### config.mk
export PLATFORM = sky130hd
export DESIGN_NAME = engine_start_stop_sequencer_flat
export DESIGN_NICKNAME = d
export VERILOG_FILES = /design/src/rtl/ess_pkg.sv /design/src/rtl/ess_if.sv /design/src/rtl/ess_regs.sv /design/src/rtl/ess_seq.sv /design/src/rtl/engine_start_stop_sequencer.sv /design/src/flat_wrapper.sv
export VERILOG_INCLUDE_DIRS = /design/src /design/src/rtl
export SDC_FILE = /design/constraint.sdc
export NUM_CORES = 1
export LEC_CHECK = 0
export BUFFER_PORTS_ARGS = -buffer_cell sky130_fd_sc_hd__buf_2
export CAP_MARGIN = 40
export CORE_ASPECT_RATIO = 1.5
export CORE_MARGIN = 3
export CORE_UTILIZATION = 40
export DETAILED_ROUTE_END_ITERATION = 8
export SYNTH_ARGS = -nofsm -noshare
export SYNTH_HDL_FRONTEND = slang
export SYNTH_HIERARCHICAL = 1
export SYNTH_SLANG_ARGS = --single-unit
### constraint.sdc
create_clock -name i_clk -period 15.3 [get_ports i_clk]
set_input_delay 0 -clock i_clk [delete_from_list [all_inputs] [get_ports i_clk]]
set_output_delay 0 -clock i_clk [all_outputs]
set_load 0.01 [all_outputs]
### src/rtl/engine_start_stop_sequencer_assert.svh
// assertion macros shared by the sequencer rtl
// each macro compiles to nothing when SYNTHESIS is defined
`ifndef ENGINE_START_STOP_SEQUENCER_ASSERT_SVH
`define ENGINE_START_STOP_SEQUENCER_ASSERT_SVH
`ifndef SYNTHESIS
`define ESS_ASSERT(lbl, clk, rst_n, prop, msg) \
    lbl: assert property (@(posedge clk) disable iff (!rst_n) prop) else $error(msg);
`define ESS_ASSERT_ALWAYS(lbl, clk, prop, msg) \
    lbl: assert property (@(posedge clk) prop) else $error(msg);
`else
`define ESS_ASSERT(lbl, clk, rst_n, prop, msg)
`define ESS_ASSERT_ALWAYS(lbl, clk, prop, msg)
`endif
`endif

### src/rtl/ess_pkg.sv
// shared constants and types for the engine start/stop sequencer
// no dependencies
package ess_pkg;

    localparam int NUM_REGS        = 7;
    localparam int PERIOD_W        = 16;
    localparam int ADDR_W          = 5;
    localparam int DATA_W          = 32;
    localparam int TIMER_WIDTH_DEF = 16;

    // register indexes
    localparam logic [2:0] REG_INIT     = 3'd0;
    localparam logic [2:0] REG_DISC     = 3'd1;
    localparam logic [2:0] REG_START    = 3'd2;
    localparam logic [2:0] REG_RUN      = 3'd3;
    localparam logic [2:0] REG_POWER    = 3'd4;
    localparam logic [2:0] REG_ESTOP    = 3'd5;
    localparam logic [2:0] REG_SYSOFF   = 3'd6;

    typedef logic [NUM_REGS-1:0][PERIOD_W-1:0] t_periods;

    localparam t_periods PERIOD_RESET = {
        16'd5000,   // system off
        16'd30000,  // engine stop
        16'd10000,  // powering check
        16'd2000,   // running
        16'd25000,  // starting
        16'd10000,  // discovery
        16'd2000    // init
    };

endpackage

### src/rtl/ess_if.sv
// stream channel interfaces for tick input and state/relay results
// no dependencies
interface ess_in_if;
    logic valid;
    logic ready;
    logic engine_idle;
    logic zero_current_trigger;
    logic zero_amps_measured;

    modport source (output valid, output engine_idle, output zero_current_trigger,
                    output zero_amps_measured, input ready);
    modport sink   (input valid, input engine_idle, input zero_current_trigger,
                    input zero_amps_measured, output ready);
endinterface

interface ess_out_if;
    logic       valid;
    logic       ready;
    logic [2:0] state_code;
    logic       keep_alive;
    logic       mains_line;
    logic       fuel_valve;
    logic       starter;

    modport source (output valid, output state_code, output keep_alive, output mains_line,
                    output fuel_valve, output starter, input ready);
    modport sink   (input valid, input state_code, input keep_alive, input mains_line,
                    input fuel_valve, input starter, output ready);
endinterface

### src/rtl/ess_regs.sv
// apb-style period register file for the sequencer
// depends on ess_pkg
module ess_regs (
    input  logic                        i_clk,
    input  logic                        i_rst_n,
    input  logic                        psel,
    input  logic                        penable,
    input  logic                        pwrite,
    input  logic [ess_pkg::ADDR_W-1:0]  paddr,
    input  logic [ess_pkg::DATA_W-1:0]  pwdata,
    output logic [ess_pkg::DATA_W-1:0]  prdata,
    output logic                        pready,
    output ess_pkg::t_periods           o_periods
);

    ess_pkg::t_periods r_periods;
    logic [2:0]        w_index;
    logic              w_hit;
    logic              w_write;

    assign pready  = 1'b1;
    assign w_index = paddr[ess_pkg::ADDR_W-1:2];
    assign w_hit   = (w_index <= ess_pkg::REG_SYSOFF);
    assign w_write = psel && penable && pwrite && pready && w_hit;

    always_ff @(posedge i_clk) begin
        if (!i_rst_n) begin
            r_periods <= ess_pkg::PERIOD_RESET;
        end else if (w_write) begin
            r_periods[w_index] <= pwdata[ess_pkg::PERIOD_W-1:0];
        end
    end

    always_comb begin
        prdata = '0;
        if (w_hit) begin
            prdata = {{(ess_pkg::DATA_W - ess_pkg::PERIOD_W){1'b0}}, r_periods[w_index]};
        end
    end

    assign o_periods = r_periods;

endmodule

### src/rtl/ess_seq.sv
// sequencer core: input register, state/timer update, result register
// depends on ess_pkg, ess_if and the assertion header
`include "engine_start_stop_sequencer_assert.svh"

module ess_seq #(
    parameter int TIMER_WIDTH = ess_pkg::TIMER_WIDTH_DEF
) (
    input  logic              i_clk,
    input  logic              i_rst_n,
    ess_in_if.sink            in_ch,
    ess_out_if.source         out_ch,
    input  ess_pkg::t_periods i_periods
);

    typedef enum logic [2:0] {
        ST_INIT   = 3'd0,
        ST_DISC   = 3'd1,
        ST_START  = 3'd2,
        ST_RUN    = 3'd3,
        ST_POWER  = 3'd4,
        ST_ESTOP  = 3'd5,
        ST_SYSOFF = 3'd6
    } t_state;

    // compare width covers both the counter and the period register
    localparam int CW = (TIMER_WIDTH > ess_pkg::PERIOD_W) ? TIMER_WIDTH : ess_pkg::PERIOD_W;
    localparam logic [TIMER_WIDTH-1:0] TICK_MAX = '1;
    localparam logic [CW-1:0] TICK_MAX_EXT = CW'(TICK_MAX);

    function automatic logic trig_match(input t_state st, input t_state trig);
        logic m;
        case (st)
            ST_INIT:  m = (trig == ST_DISC);
            ST_DISC:  m = (trig == ST_START) || (trig == ST_RUN);
            ST_START: m = (trig == ST_RUN);
            ST_RUN:   m = (trig == ST_POWER);
            ST_POWER: m = (trig == ST_ESTOP);
            ST_ESTOP: m = (trig == ST_SYSOFF);
            default:  m = (trig == ST_INIT);
        endcase
        return m;
    endfunction

    // input register
    logic r_in_valid, n_in_valid;
    logic r_in_idle, r_in_zc, r_in_za;

    // sequencer state
    t_state                 r_state, n_state;
    t_state                 r_trig, n_trig;
    logic [TIMER_WIDTH-1:0] r_tick, n_tick;
    logic                   r_ka, n_ka;

    // result register
    logic   r_out_valid, n_out_valid;
    t_state r_out_state;
    logic   r_out_ka, r_out_mains, r_out_fuel, r_out_starter;

    logic                   w_accept, w_advance, w_enter, w_fire;
    logic [2:0]             w_pidx;
    logic [CW-1:0]          w_period_ext, w_period;
    logic [TIMER_WIDTH-1:0] w_tick_base, w_tick_inc;
    logic                   n_mains, n_fuel, n_starter;

    assign w_advance    = r_in_valid && (!r_out_valid || out_ch.ready);
    assign in_ch.ready  = !r_in_valid || w_advance;
    assign w_accept     = in_ch.valid && in_ch.ready;

    assign n_in_valid   = w_accept ? 1'b1 : (w_advance ? 1'b0 : r_in_valid);
    assign n_out_valid  = w_advance ? 1'b1 : (out_ch.ready ? 1'b0 : r_out_valid);

    always_comb begin
        w_enter = trig_match(r_state, r_trig);
        n_state = w_enter ? r_trig : r_state;
        w_tick_base = w_enter ? '0 : r_tick;

        // unknown state code times like system off
        w_pidx = (n_state == ST_SYSOFF || n_state == ST_INIT || n_state == ST_DISC ||
                  n_state == ST_START || n_state == ST_RUN || n_state == ST_POWER ||
                  n_state == ST_ESTOP) ? n_state : ess_pkg::REG_SYSOFF;
        w_period_ext = CW'(i_periods[w_pidx]);
        // period beyond a narrow counter saturates at its maximum
        w_period = (w_period_ext > TICK_MAX_EXT) ? TICK_MAX_EXT : w_period_ext;

        w_tick_inc = (w_tick_base != TICK_MAX) ? w_tick_base + 1'b1 : w_tick_base;
        w_fire = (CW'(w_tick_inc) >= w_period);
        n_tick = w_fire ? '0 : w_tick_inc;

        n_trig    = r_trig;
        n_ka      = r_ka;
        n_mains   = 1'b0;
        n_fuel    = 1'b0;
        n_starter = 1'b0;
        case (n_state)
            ST_INIT: begin
                n_ka = 1'b0;
                if (w_fire) n_trig = ST_DISC;
            end
            ST_DISC: begin
                n_ka = 1'b1;
                if (w_fire) n_trig = r_in_idle ? ST_START : ST_RUN;
            end
            ST_START: begin
                n_ka = 1'b1; n_mains = 1'b1; n_fuel = 1'b1; n_starter = 1'b1;
                if (w_fire) n_trig = ST_RUN;
            end
            ST_RUN: begin
                n_ka = 1'b1; n_mains = 1'b1; n_fuel = 1'b1;
                if (w_fire) n_trig = ST_POWER;
            end
            ST_POWER: begin
                n_ka = 1'b1; n_mains = 1'b1; n_fuel = 1'b1;
                if (w_fire && (r_in_zc || r_in_za)) n_trig = ST_ESTOP;
            end
            ST_ESTOP: begin
                n_ka = 1'b1; n_mains = 1'b1;
                if (w_fire) n_trig = ST_SYSOFF;
            end
            default: begin
                // keep-alive drops when the final timer fires
                if (w_fire) n_ka = 1'b0;
            end
        endcase
    end

    always_ff @(posedge i_clk) begin
        if (!i_rst_n) begin
            r_in_valid  <= 1'b0;
            r_out_valid <= 1'b0;
            r_state     <= ST_INIT;
            r_trig      <= ST_INIT;
            r_tick      <= '0;
            r_ka        <= 1'b0;
        end else begin
            r_in_valid  <= n_in_valid;
            r_out_valid <= n_out_valid;
            if (w_advance) begin
                r_state <= n_state;
                r_trig  <= n_trig;
                r_tick  <= n_tick;
                r_ka    <= n_ka;
            end
        end
    end

    always_ff @(posedge i_clk) begin
        if (w_accept) begin
            r_in_idle <= in_ch.engine_idle;
            r_in_zc   <= in_ch.zero_current_trigger;
            r_in_za   <= in_ch.zero_amps_measured;
        end
        if (w_advance) begin
            r_out_state   <= n_state;
            r_out_ka      <= n_ka;
            r_out_mains   <= n_mains;
            r_out_fuel    <= n_fuel;
            r_out_starter <= n_starter;
        end
    end

    assign out_ch.valid      = r_out_valid;
    assign out_ch.state_code = r_out_state;
    assign out_ch.keep_alive = r_out_ka;
    assign out_ch.mains_line = r_out_mains;
    assign out_ch.fuel_valve = r_out_fuel;
    assign out_ch.starter    = r_out_starter;

    `ESS_ASSERT(a_state_holds, i_clk, i_rst_n, i_rst_n && !w_advance |=> $stable(r_state), "state moved without a tick transfer")
    `ESS_ASSERT(a_entry_restarts, i_clk, i_rst_n, i_rst_n && w_advance && w_enter |=> r_tick <= TIMER_WIDTH'(1), "timer not restarted on state entry")
    `ESS_ASSERT(a_sysoff_final, i_clk, i_rst_n, i_rst_n && r_state == ST_SYSOFF |=> r_state == ST_SYSOFF, "left system off state")
    `ESS_ASSERT(a_init_relays_off, i_clk, i_rst_n, r_out_valid && r_out_state == ST_INIT |-> !r_out_ka && !r_out_mains && !r_out_fuel && !r_out_starter, "relay driven in init")

endmodule

### src/rtl/engine_start_stop_sequencer.sv
// top level of the engine start/stop sequencer
// depends on ess_pkg, ess_if, ess_regs and ess_seq

// One input transfer is one millisecond tick carrying the engine-idle and
// zero-current flags; each tick returns one result with the state code and
// the four relay levels (keep-alive, mains line, fuel valve, starter). A tick
// is accepted into the input register and its result is presented from the
// result register, with the single-pass state/timer update and period compare
// between them, so ticks can follow back to back. A result waiting on a stalled
// receiver keeps the tick behind it in the input register; the input is held
// off only while both registers are full. The seven per-state periods sit in
// an APB-style register file at byte addresses 4*i and should be written only
// while no tick is in flight.
module engine_start_stop_sequencer #(
    parameter int TIMER_WIDTH = ess_pkg::TIMER_WIDTH_DEF
) (
    input  logic                       i_clk,
    input  logic                       i_rst_n,
    ess_in_if.sink                     in_ch,
    ess_out_if.source                  out_ch,
    input  logic                       psel,
    input  logic                       penable,
    input  logic                       pwrite,
    input  logic [ess_pkg::ADDR_W-1:0] paddr,
    input  logic [ess_pkg::DATA_W-1:0] pwdata,
    output logic [ess_pkg::DATA_W-1:0] prdata,
    output logic                       pready
);

    ess_pkg::t_periods w_periods;

    ess_regs u_regs (
        .i_clk     (i_clk),
        .i_rst_n   (i_rst_n),
        .psel      (psel),
        .penable   (penable),
        .pwrite    (pwrite),
        .paddr     (paddr),
        .pwdata    (pwdata),
        .prdata    (prdata),
        .pready    (pready),
        .o_periods (w_periods)
    );

    ess_seq #(
        .TIMER_WIDTH (TIMER_WIDTH)
    ) u_seq (
        .i_clk     (i_clk),
        .i_rst_n   (i_rst_n),
        .in_ch     (in_ch),
        .out_ch    (out_ch),
        .i_periods (w_periods)
    );

endmodule

### src/flat_wrapper.sv
// flat-port wrapper written by rule: the top's interface ports become plain ports
module engine_start_stop_sequencer_flat 
#(
    parameter int TIMER_WIDTH = ess_pkg::TIMER_WIDTH_DEF
)
  (i_clk, i_rst_n, psel, penable, pwrite, paddr, pwdata, prdata, pready, in_ch_valid, in_ch_engine_idle, in_ch_zero_current_trigger, in_ch_zero_amps_measured, in_ch_ready, out_ch_valid, out_ch_state_code, out_ch_keep_alive, out_ch_mains_line, out_ch_fuel_valve, out_ch_starter, out_ch_ready);
  ess_in_if in_ch_i ();
  ess_out_if out_ch_i ();
  input  logic i_clk;
  input  logic i_rst_n;
  input  logic psel;
  input  logic penable;
  input  logic pwrite;
  input  logic [ess_pkg::ADDR_W-1:0] paddr;
  input  logic [ess_pkg::DATA_W-1:0] pwdata;
  output logic [ess_pkg::DATA_W-1:0] prdata;
  output logic pready;
  input wire logic [$bits(in_ch_i.valid)-1:0] in_ch_valid;
  input wire logic [$bits(in_ch_i.engine_idle)-1:0] in_ch_engine_idle;
  input wire logic [$bits(in_ch_i.zero_current_trigger)-1:0] in_ch_zero_current_trigger;
  input wire logic [$bits(in_ch_i.zero_amps_measured)-1:0] in_ch_zero_amps_measured;
  output wire logic [$bits(in_ch_i.ready)-1:0] in_ch_ready;
  output wire logic [$bits(out_ch_i.valid)-1:0] out_ch_valid;
  output wire logic [$bits(out_ch_i.state_code)-1:0] out_ch_state_code;
  output wire logic [$bits(out_ch_i.keep_alive)-1:0] out_ch_keep_alive;
  output wire logic [$bits(out_ch_i.mains_line)-1:0] out_ch_mains_line;
  output wire logic [$bits(out_ch_i.fuel_valve)-1:0] out_ch_fuel_valve;
  output wire logic [$bits(out_ch_i.starter)-1:0] out_ch_starter;
  input wire logic [$bits(out_ch_i.ready)-1:0] out_ch_ready;
  assign in_ch_i.valid = in_ch_valid;
  assign in_ch_i.engine_idle = in_ch_engine_idle;
  assign in_ch_i.zero_current_trigger = in_ch_zero_current_trigger;
  assign in_ch_i.zero_amps_measured = in_ch_zero_amps_measured;
  assign in_ch_ready = in_ch_i.ready;
  assign out_ch_valid = out_ch_i.valid;
  assign out_ch_state_code = out_ch_i.state_code;
  assign out_ch_keep_alive = out_ch_i.keep_alive;
  assign out_ch_mains_line = out_ch_i.mains_line;
  assign out_ch_fuel_valve = out_ch_i.fuel_valve;
  assign out_ch_starter = out_ch_i.starter;
  assign out_ch_i.ready = out_ch_ready;
  engine_start_stop_sequencer #(.TIMER_WIDTH(TIMER_WIDTH)) u_core (.i_clk(i_clk), .i_rst_n(i_rst_n), .in_ch(in_ch_i), .out_ch(out_ch_i), .psel(psel), .penable(penable), .pwrite(pwrite), .paddr(paddr), .pwdata(pwdata), .prdata(prdata), .pready(pready));
endmodule
==> results.cfg <==
[final_layout]
num-nets-final = 1152
n_fill_cell = 2124
area.growth.synth_to_final_pct = 11.7
layout.cells.most_common = nand3_1
antenna_cells = 0
most-common-layout-cells = 160 x nand3_1, 137 x dfxtp_1, 133 x o21ai_0, 66 x a21boi_0, 55 x nand2_1
post_route_cells_drive_above_1_share_pct = 13.2

[timing]
finalCriticalPeriod_ns = 5.96
rsz0062_at_grt = no
final.setup.worst_slack_ns = 9.34
worstMarginPinSlew_ns = 0.875
achievable-frequency_ghz = 0.168
timing.final.crit_share_pct = 39.0
finalSetupViolCount = 0
maxSlewViolCount = 0
slew-limit-headroom_pct = 41.7
hold_viol = 0
fin_tns_setup_ns = 0
clock-skew-final_ns = 0.00761

[routing]
detailedRoute.firstPassIterationCount = 5
routed.top_layer = met5
routed_wirelength_um = 28200
avgRoutedWirePerCell_um = 20.6
viasPerCell = 6.16
detail_route.wirelength.met1_um = 11600
drc_errors = 0
met3RoutedLength_um = 1560
ant_nets = 0
detailedRoute.firstIterationViolations = 841
vias_after_detailed_routing = 8452
routed-wl-met2_um = 14400

[setup_path]
timing.rr.start = u_core/u_seq/r_state[0]
crit_type = reg -> reg
timing.critical_path.arrival_ns = 6.32
worstPathMaxFanout = 26
worstSetupStartpoint = u_core/u_seq/r_state[0]
worst-r2r-setup-slack_ns = 9.34
timing.critical_path.from_type = register
worst_r2r_path_depth = 19
end_kind = register
worst_ep_required_time_ns = 15.66
critical_path.reg2reg.endpoint = u_core/u_seq/r_tick[5]
crit_path_end = u_core/u_seq/r_tick[5]

[global_routing]
grtUsageTotal_pct = 23.2
global_route_wire_length_before_repair_um = 45100
grt_start_max_net_pins = 77
first_global_vias = 8284
overflow = 0
antenna_found_initial = 1

[synth]
synthCells = 1083
synth_area_per_inst_um2 = 8.32
synth_area_leaders = dfxtp_1 30%, nand3_1 8.9%, o21ai_0 7.4%, a21boi_0 5.5%, mux2i_1 5.4%
synth_top_cell_area_share_pct = 30.4
synth_cell_type_count = 80
synth.yosys.warnings = 6
synth-edff-count = 10
dominantRegCellSynth = dfxtp_1
post-synth-top-area-cell = dfxtp_1
postSynth.asyncResetShare_pct = 0
synth_area_um2 = 9010
synth-seq-area-share_pct = 33.8
postSynthRegisterBits = 147

[floorplanning]
floorplan.die_area_um2 = 24400
initial_core_util_pct = 41.2
height_of_the_chip_um = 190
coreArea_um2 = 21900
die_w_um = 129
row_count = 66
io_pins = 89

[clock_tree]
tritoncts = yes
clockBufferDepth = 2
tritoncts_num_sinks = 147
ctsHoldBuffers = 22
cts_repair_resize_count = 0
path_clk_slew_ns = 0.06
post_cts.repair.setup_buffers = 0
clock_latency_ns = 0.43
h_tree_levels = 4
root_buffer_selected_by_cts = clkbuf_16
number_of_clock_buffers_inserted_by_tritoncts = 17

[placement]
dpl_worst_slack_ns = 9.36
gp_congestion = 0.833
numPortBuffers = 53
hpwlAfterDp_um = 16800

[worst_hold_path]
hp-class = in -> reg
timing.hold.worst.start = i_rst_n

[flow_run]
cap_viol_max_count = 0

[pwr]
power.static_leakage_nw = 3.47
power_density_nw_per_um2 = 90.1
irDropWorstVdd_mv = 0.0741

[status]
status = finished clean
cell type report:
class,instances,area [µm²],area share (%)
clock inverters,13,160,1.59
inverters,13,48.8,0.485
clock buffers,19,433,4.30
multi-input cells,814,5380,53.4
repair buffers,95,666,6.61
well taps,272,340,3.38
flip-flops and latches,147,3040,30.2
synthesized netlist by cell type (10+ instances only):
master      n
a211oi_1   19
a21boi_0   66
a21oi_1    31
a221o_1    13
a22oi_1    17
buf_2      31
buf_4      28
clkbuf_1   57
dfxtp_1   137
edfxtp_1   10
ha_1       17
inv_1      13
mux2_2     15
mux2i_1    49
nand2_1    55
nand3_1   160
nand4_1    12
nor2_1     39
nor2b_1    16
o21ai_0   133
o22ai_1    10
worst min-delay path by stage:
stage | depth (start not counted) | slack, ns | end
floorplan | 0 | 0.1 | u_core/u_seq/r_in_idle
global placement | 1 | 0.18 | u_core/u_seq/r_in_idle
CTS | 2 | 0.01 | u_core/u_regs/o_periods[24]
global route | 2 | 0.03 | u_core/u_regs/o_periods[88]
finish | 2 | 0.02 | u_core/u_regs/o_periods[88]
detailed placement | 1 | 0.18 | u_core/u_seq/r_in_idle
cells by family after synthesis:
| kind of cell | Yosys count | synth area share (%) |
|---|---|---|
| adder cells (fa/ha/maj) | 17 | 2.36 |
| buffers and inverters | 137 | 7.57 |
| XOR/XNOR | 13 | 1.26 |
| other | 2 | 0.0833 |
| AO/OA/AOI/OAI | 352 | 25.7 |
| AND/OR/NAND/NOR | 339 | 19.3 |
| flip-flops | 147 | 33.8 |
| multiplexers | 76 | 10.0 |
sequential cells by signal, summed over array words and instances (netlist names):
signal / count
u_core/u_seq/out_ch.valid: 1
u_core/u_seq/r_state: 3
u_core/u_seq/r_ka: 1
u_core/u_seq/r_in_valid: 1
u_core/u_regs/o_periods: 112
u_core/u_seq/r_tick: 16
u_core/u_seq/out_ch.keep_alive: 1
u_core/u_seq/r_in_zc: 1
u_core/u_seq/r_trig: 3
u_core/u_seq/out_ch.fuel_valve: 1
u_core/u_seq/out_ch.state_code: 3
u_core/u_seq/r_in_idle: 1
u_core/u_seq/out_ch.mains_line: 1
u_core/u_seq/r_in_za: 1
u_core/u_seq/out_ch.starter: 1
metrics by stage:
| stage | instance area, µm² | cells | hold WS (ns) | util, % | power [mW] |
|---|---|---|---|---|---|
| after floorplan | 9070 | 1098 | 0.0989 | - | 0.454 |
| after global placement | 9200 | 1316 | 0.178 | 42.1 | 0.479 |
| after detailed placement | 9250 | 1319 | 0.181 | 42.3 | 0.480 |
| after CTS | 10100 | 1373 | 0.0112 | 46.0 | 0.913 |
| after global routing | 10100 | 1373 | 0.0339 | 46.0 | 0.936 |
| final | 10100 | 1373 | 0.0206 | 46.0 | 0.907 |
report_power, final:
| group | switching (mW) | internal [mW] |
|---|---|---|
| sequential | 0.00308 | 0.391 |
| combinational | 0.0553 | 0.0271 |
| clock | 0.174 | 0.256 |
| total | 0.232 | 0.675 |
critical path, stage by stage, from the launching register on:
cell     delay, ns
dfxtp_1       0.56
or3b_1        0.20
a21oi_1       0.07
o32a_2        0.56
nor2b_1       0.29
ha_1          0.38
nand4_1       0.22
nor3_1        0.59
nand2_1       0.27
or2_1         0.39
nand3_2       0.12
xor2_1        0.15
nor2_1        0.06
ha_1          0.31
a22o_1        0.23
o41ai_1       0.30
a311o_1       0.28
nand2_1       0.23
or4_1         0.48
o22ai_1       0.17
layer usage:
metal  vias up  track usage, %
li1       4016               -
met4         2            8.41
met5         -               0
met1      4111            27.9
met2       271            41.1
met3        52            4.13
Note: power is estimated with default switching activity, not from simulation.
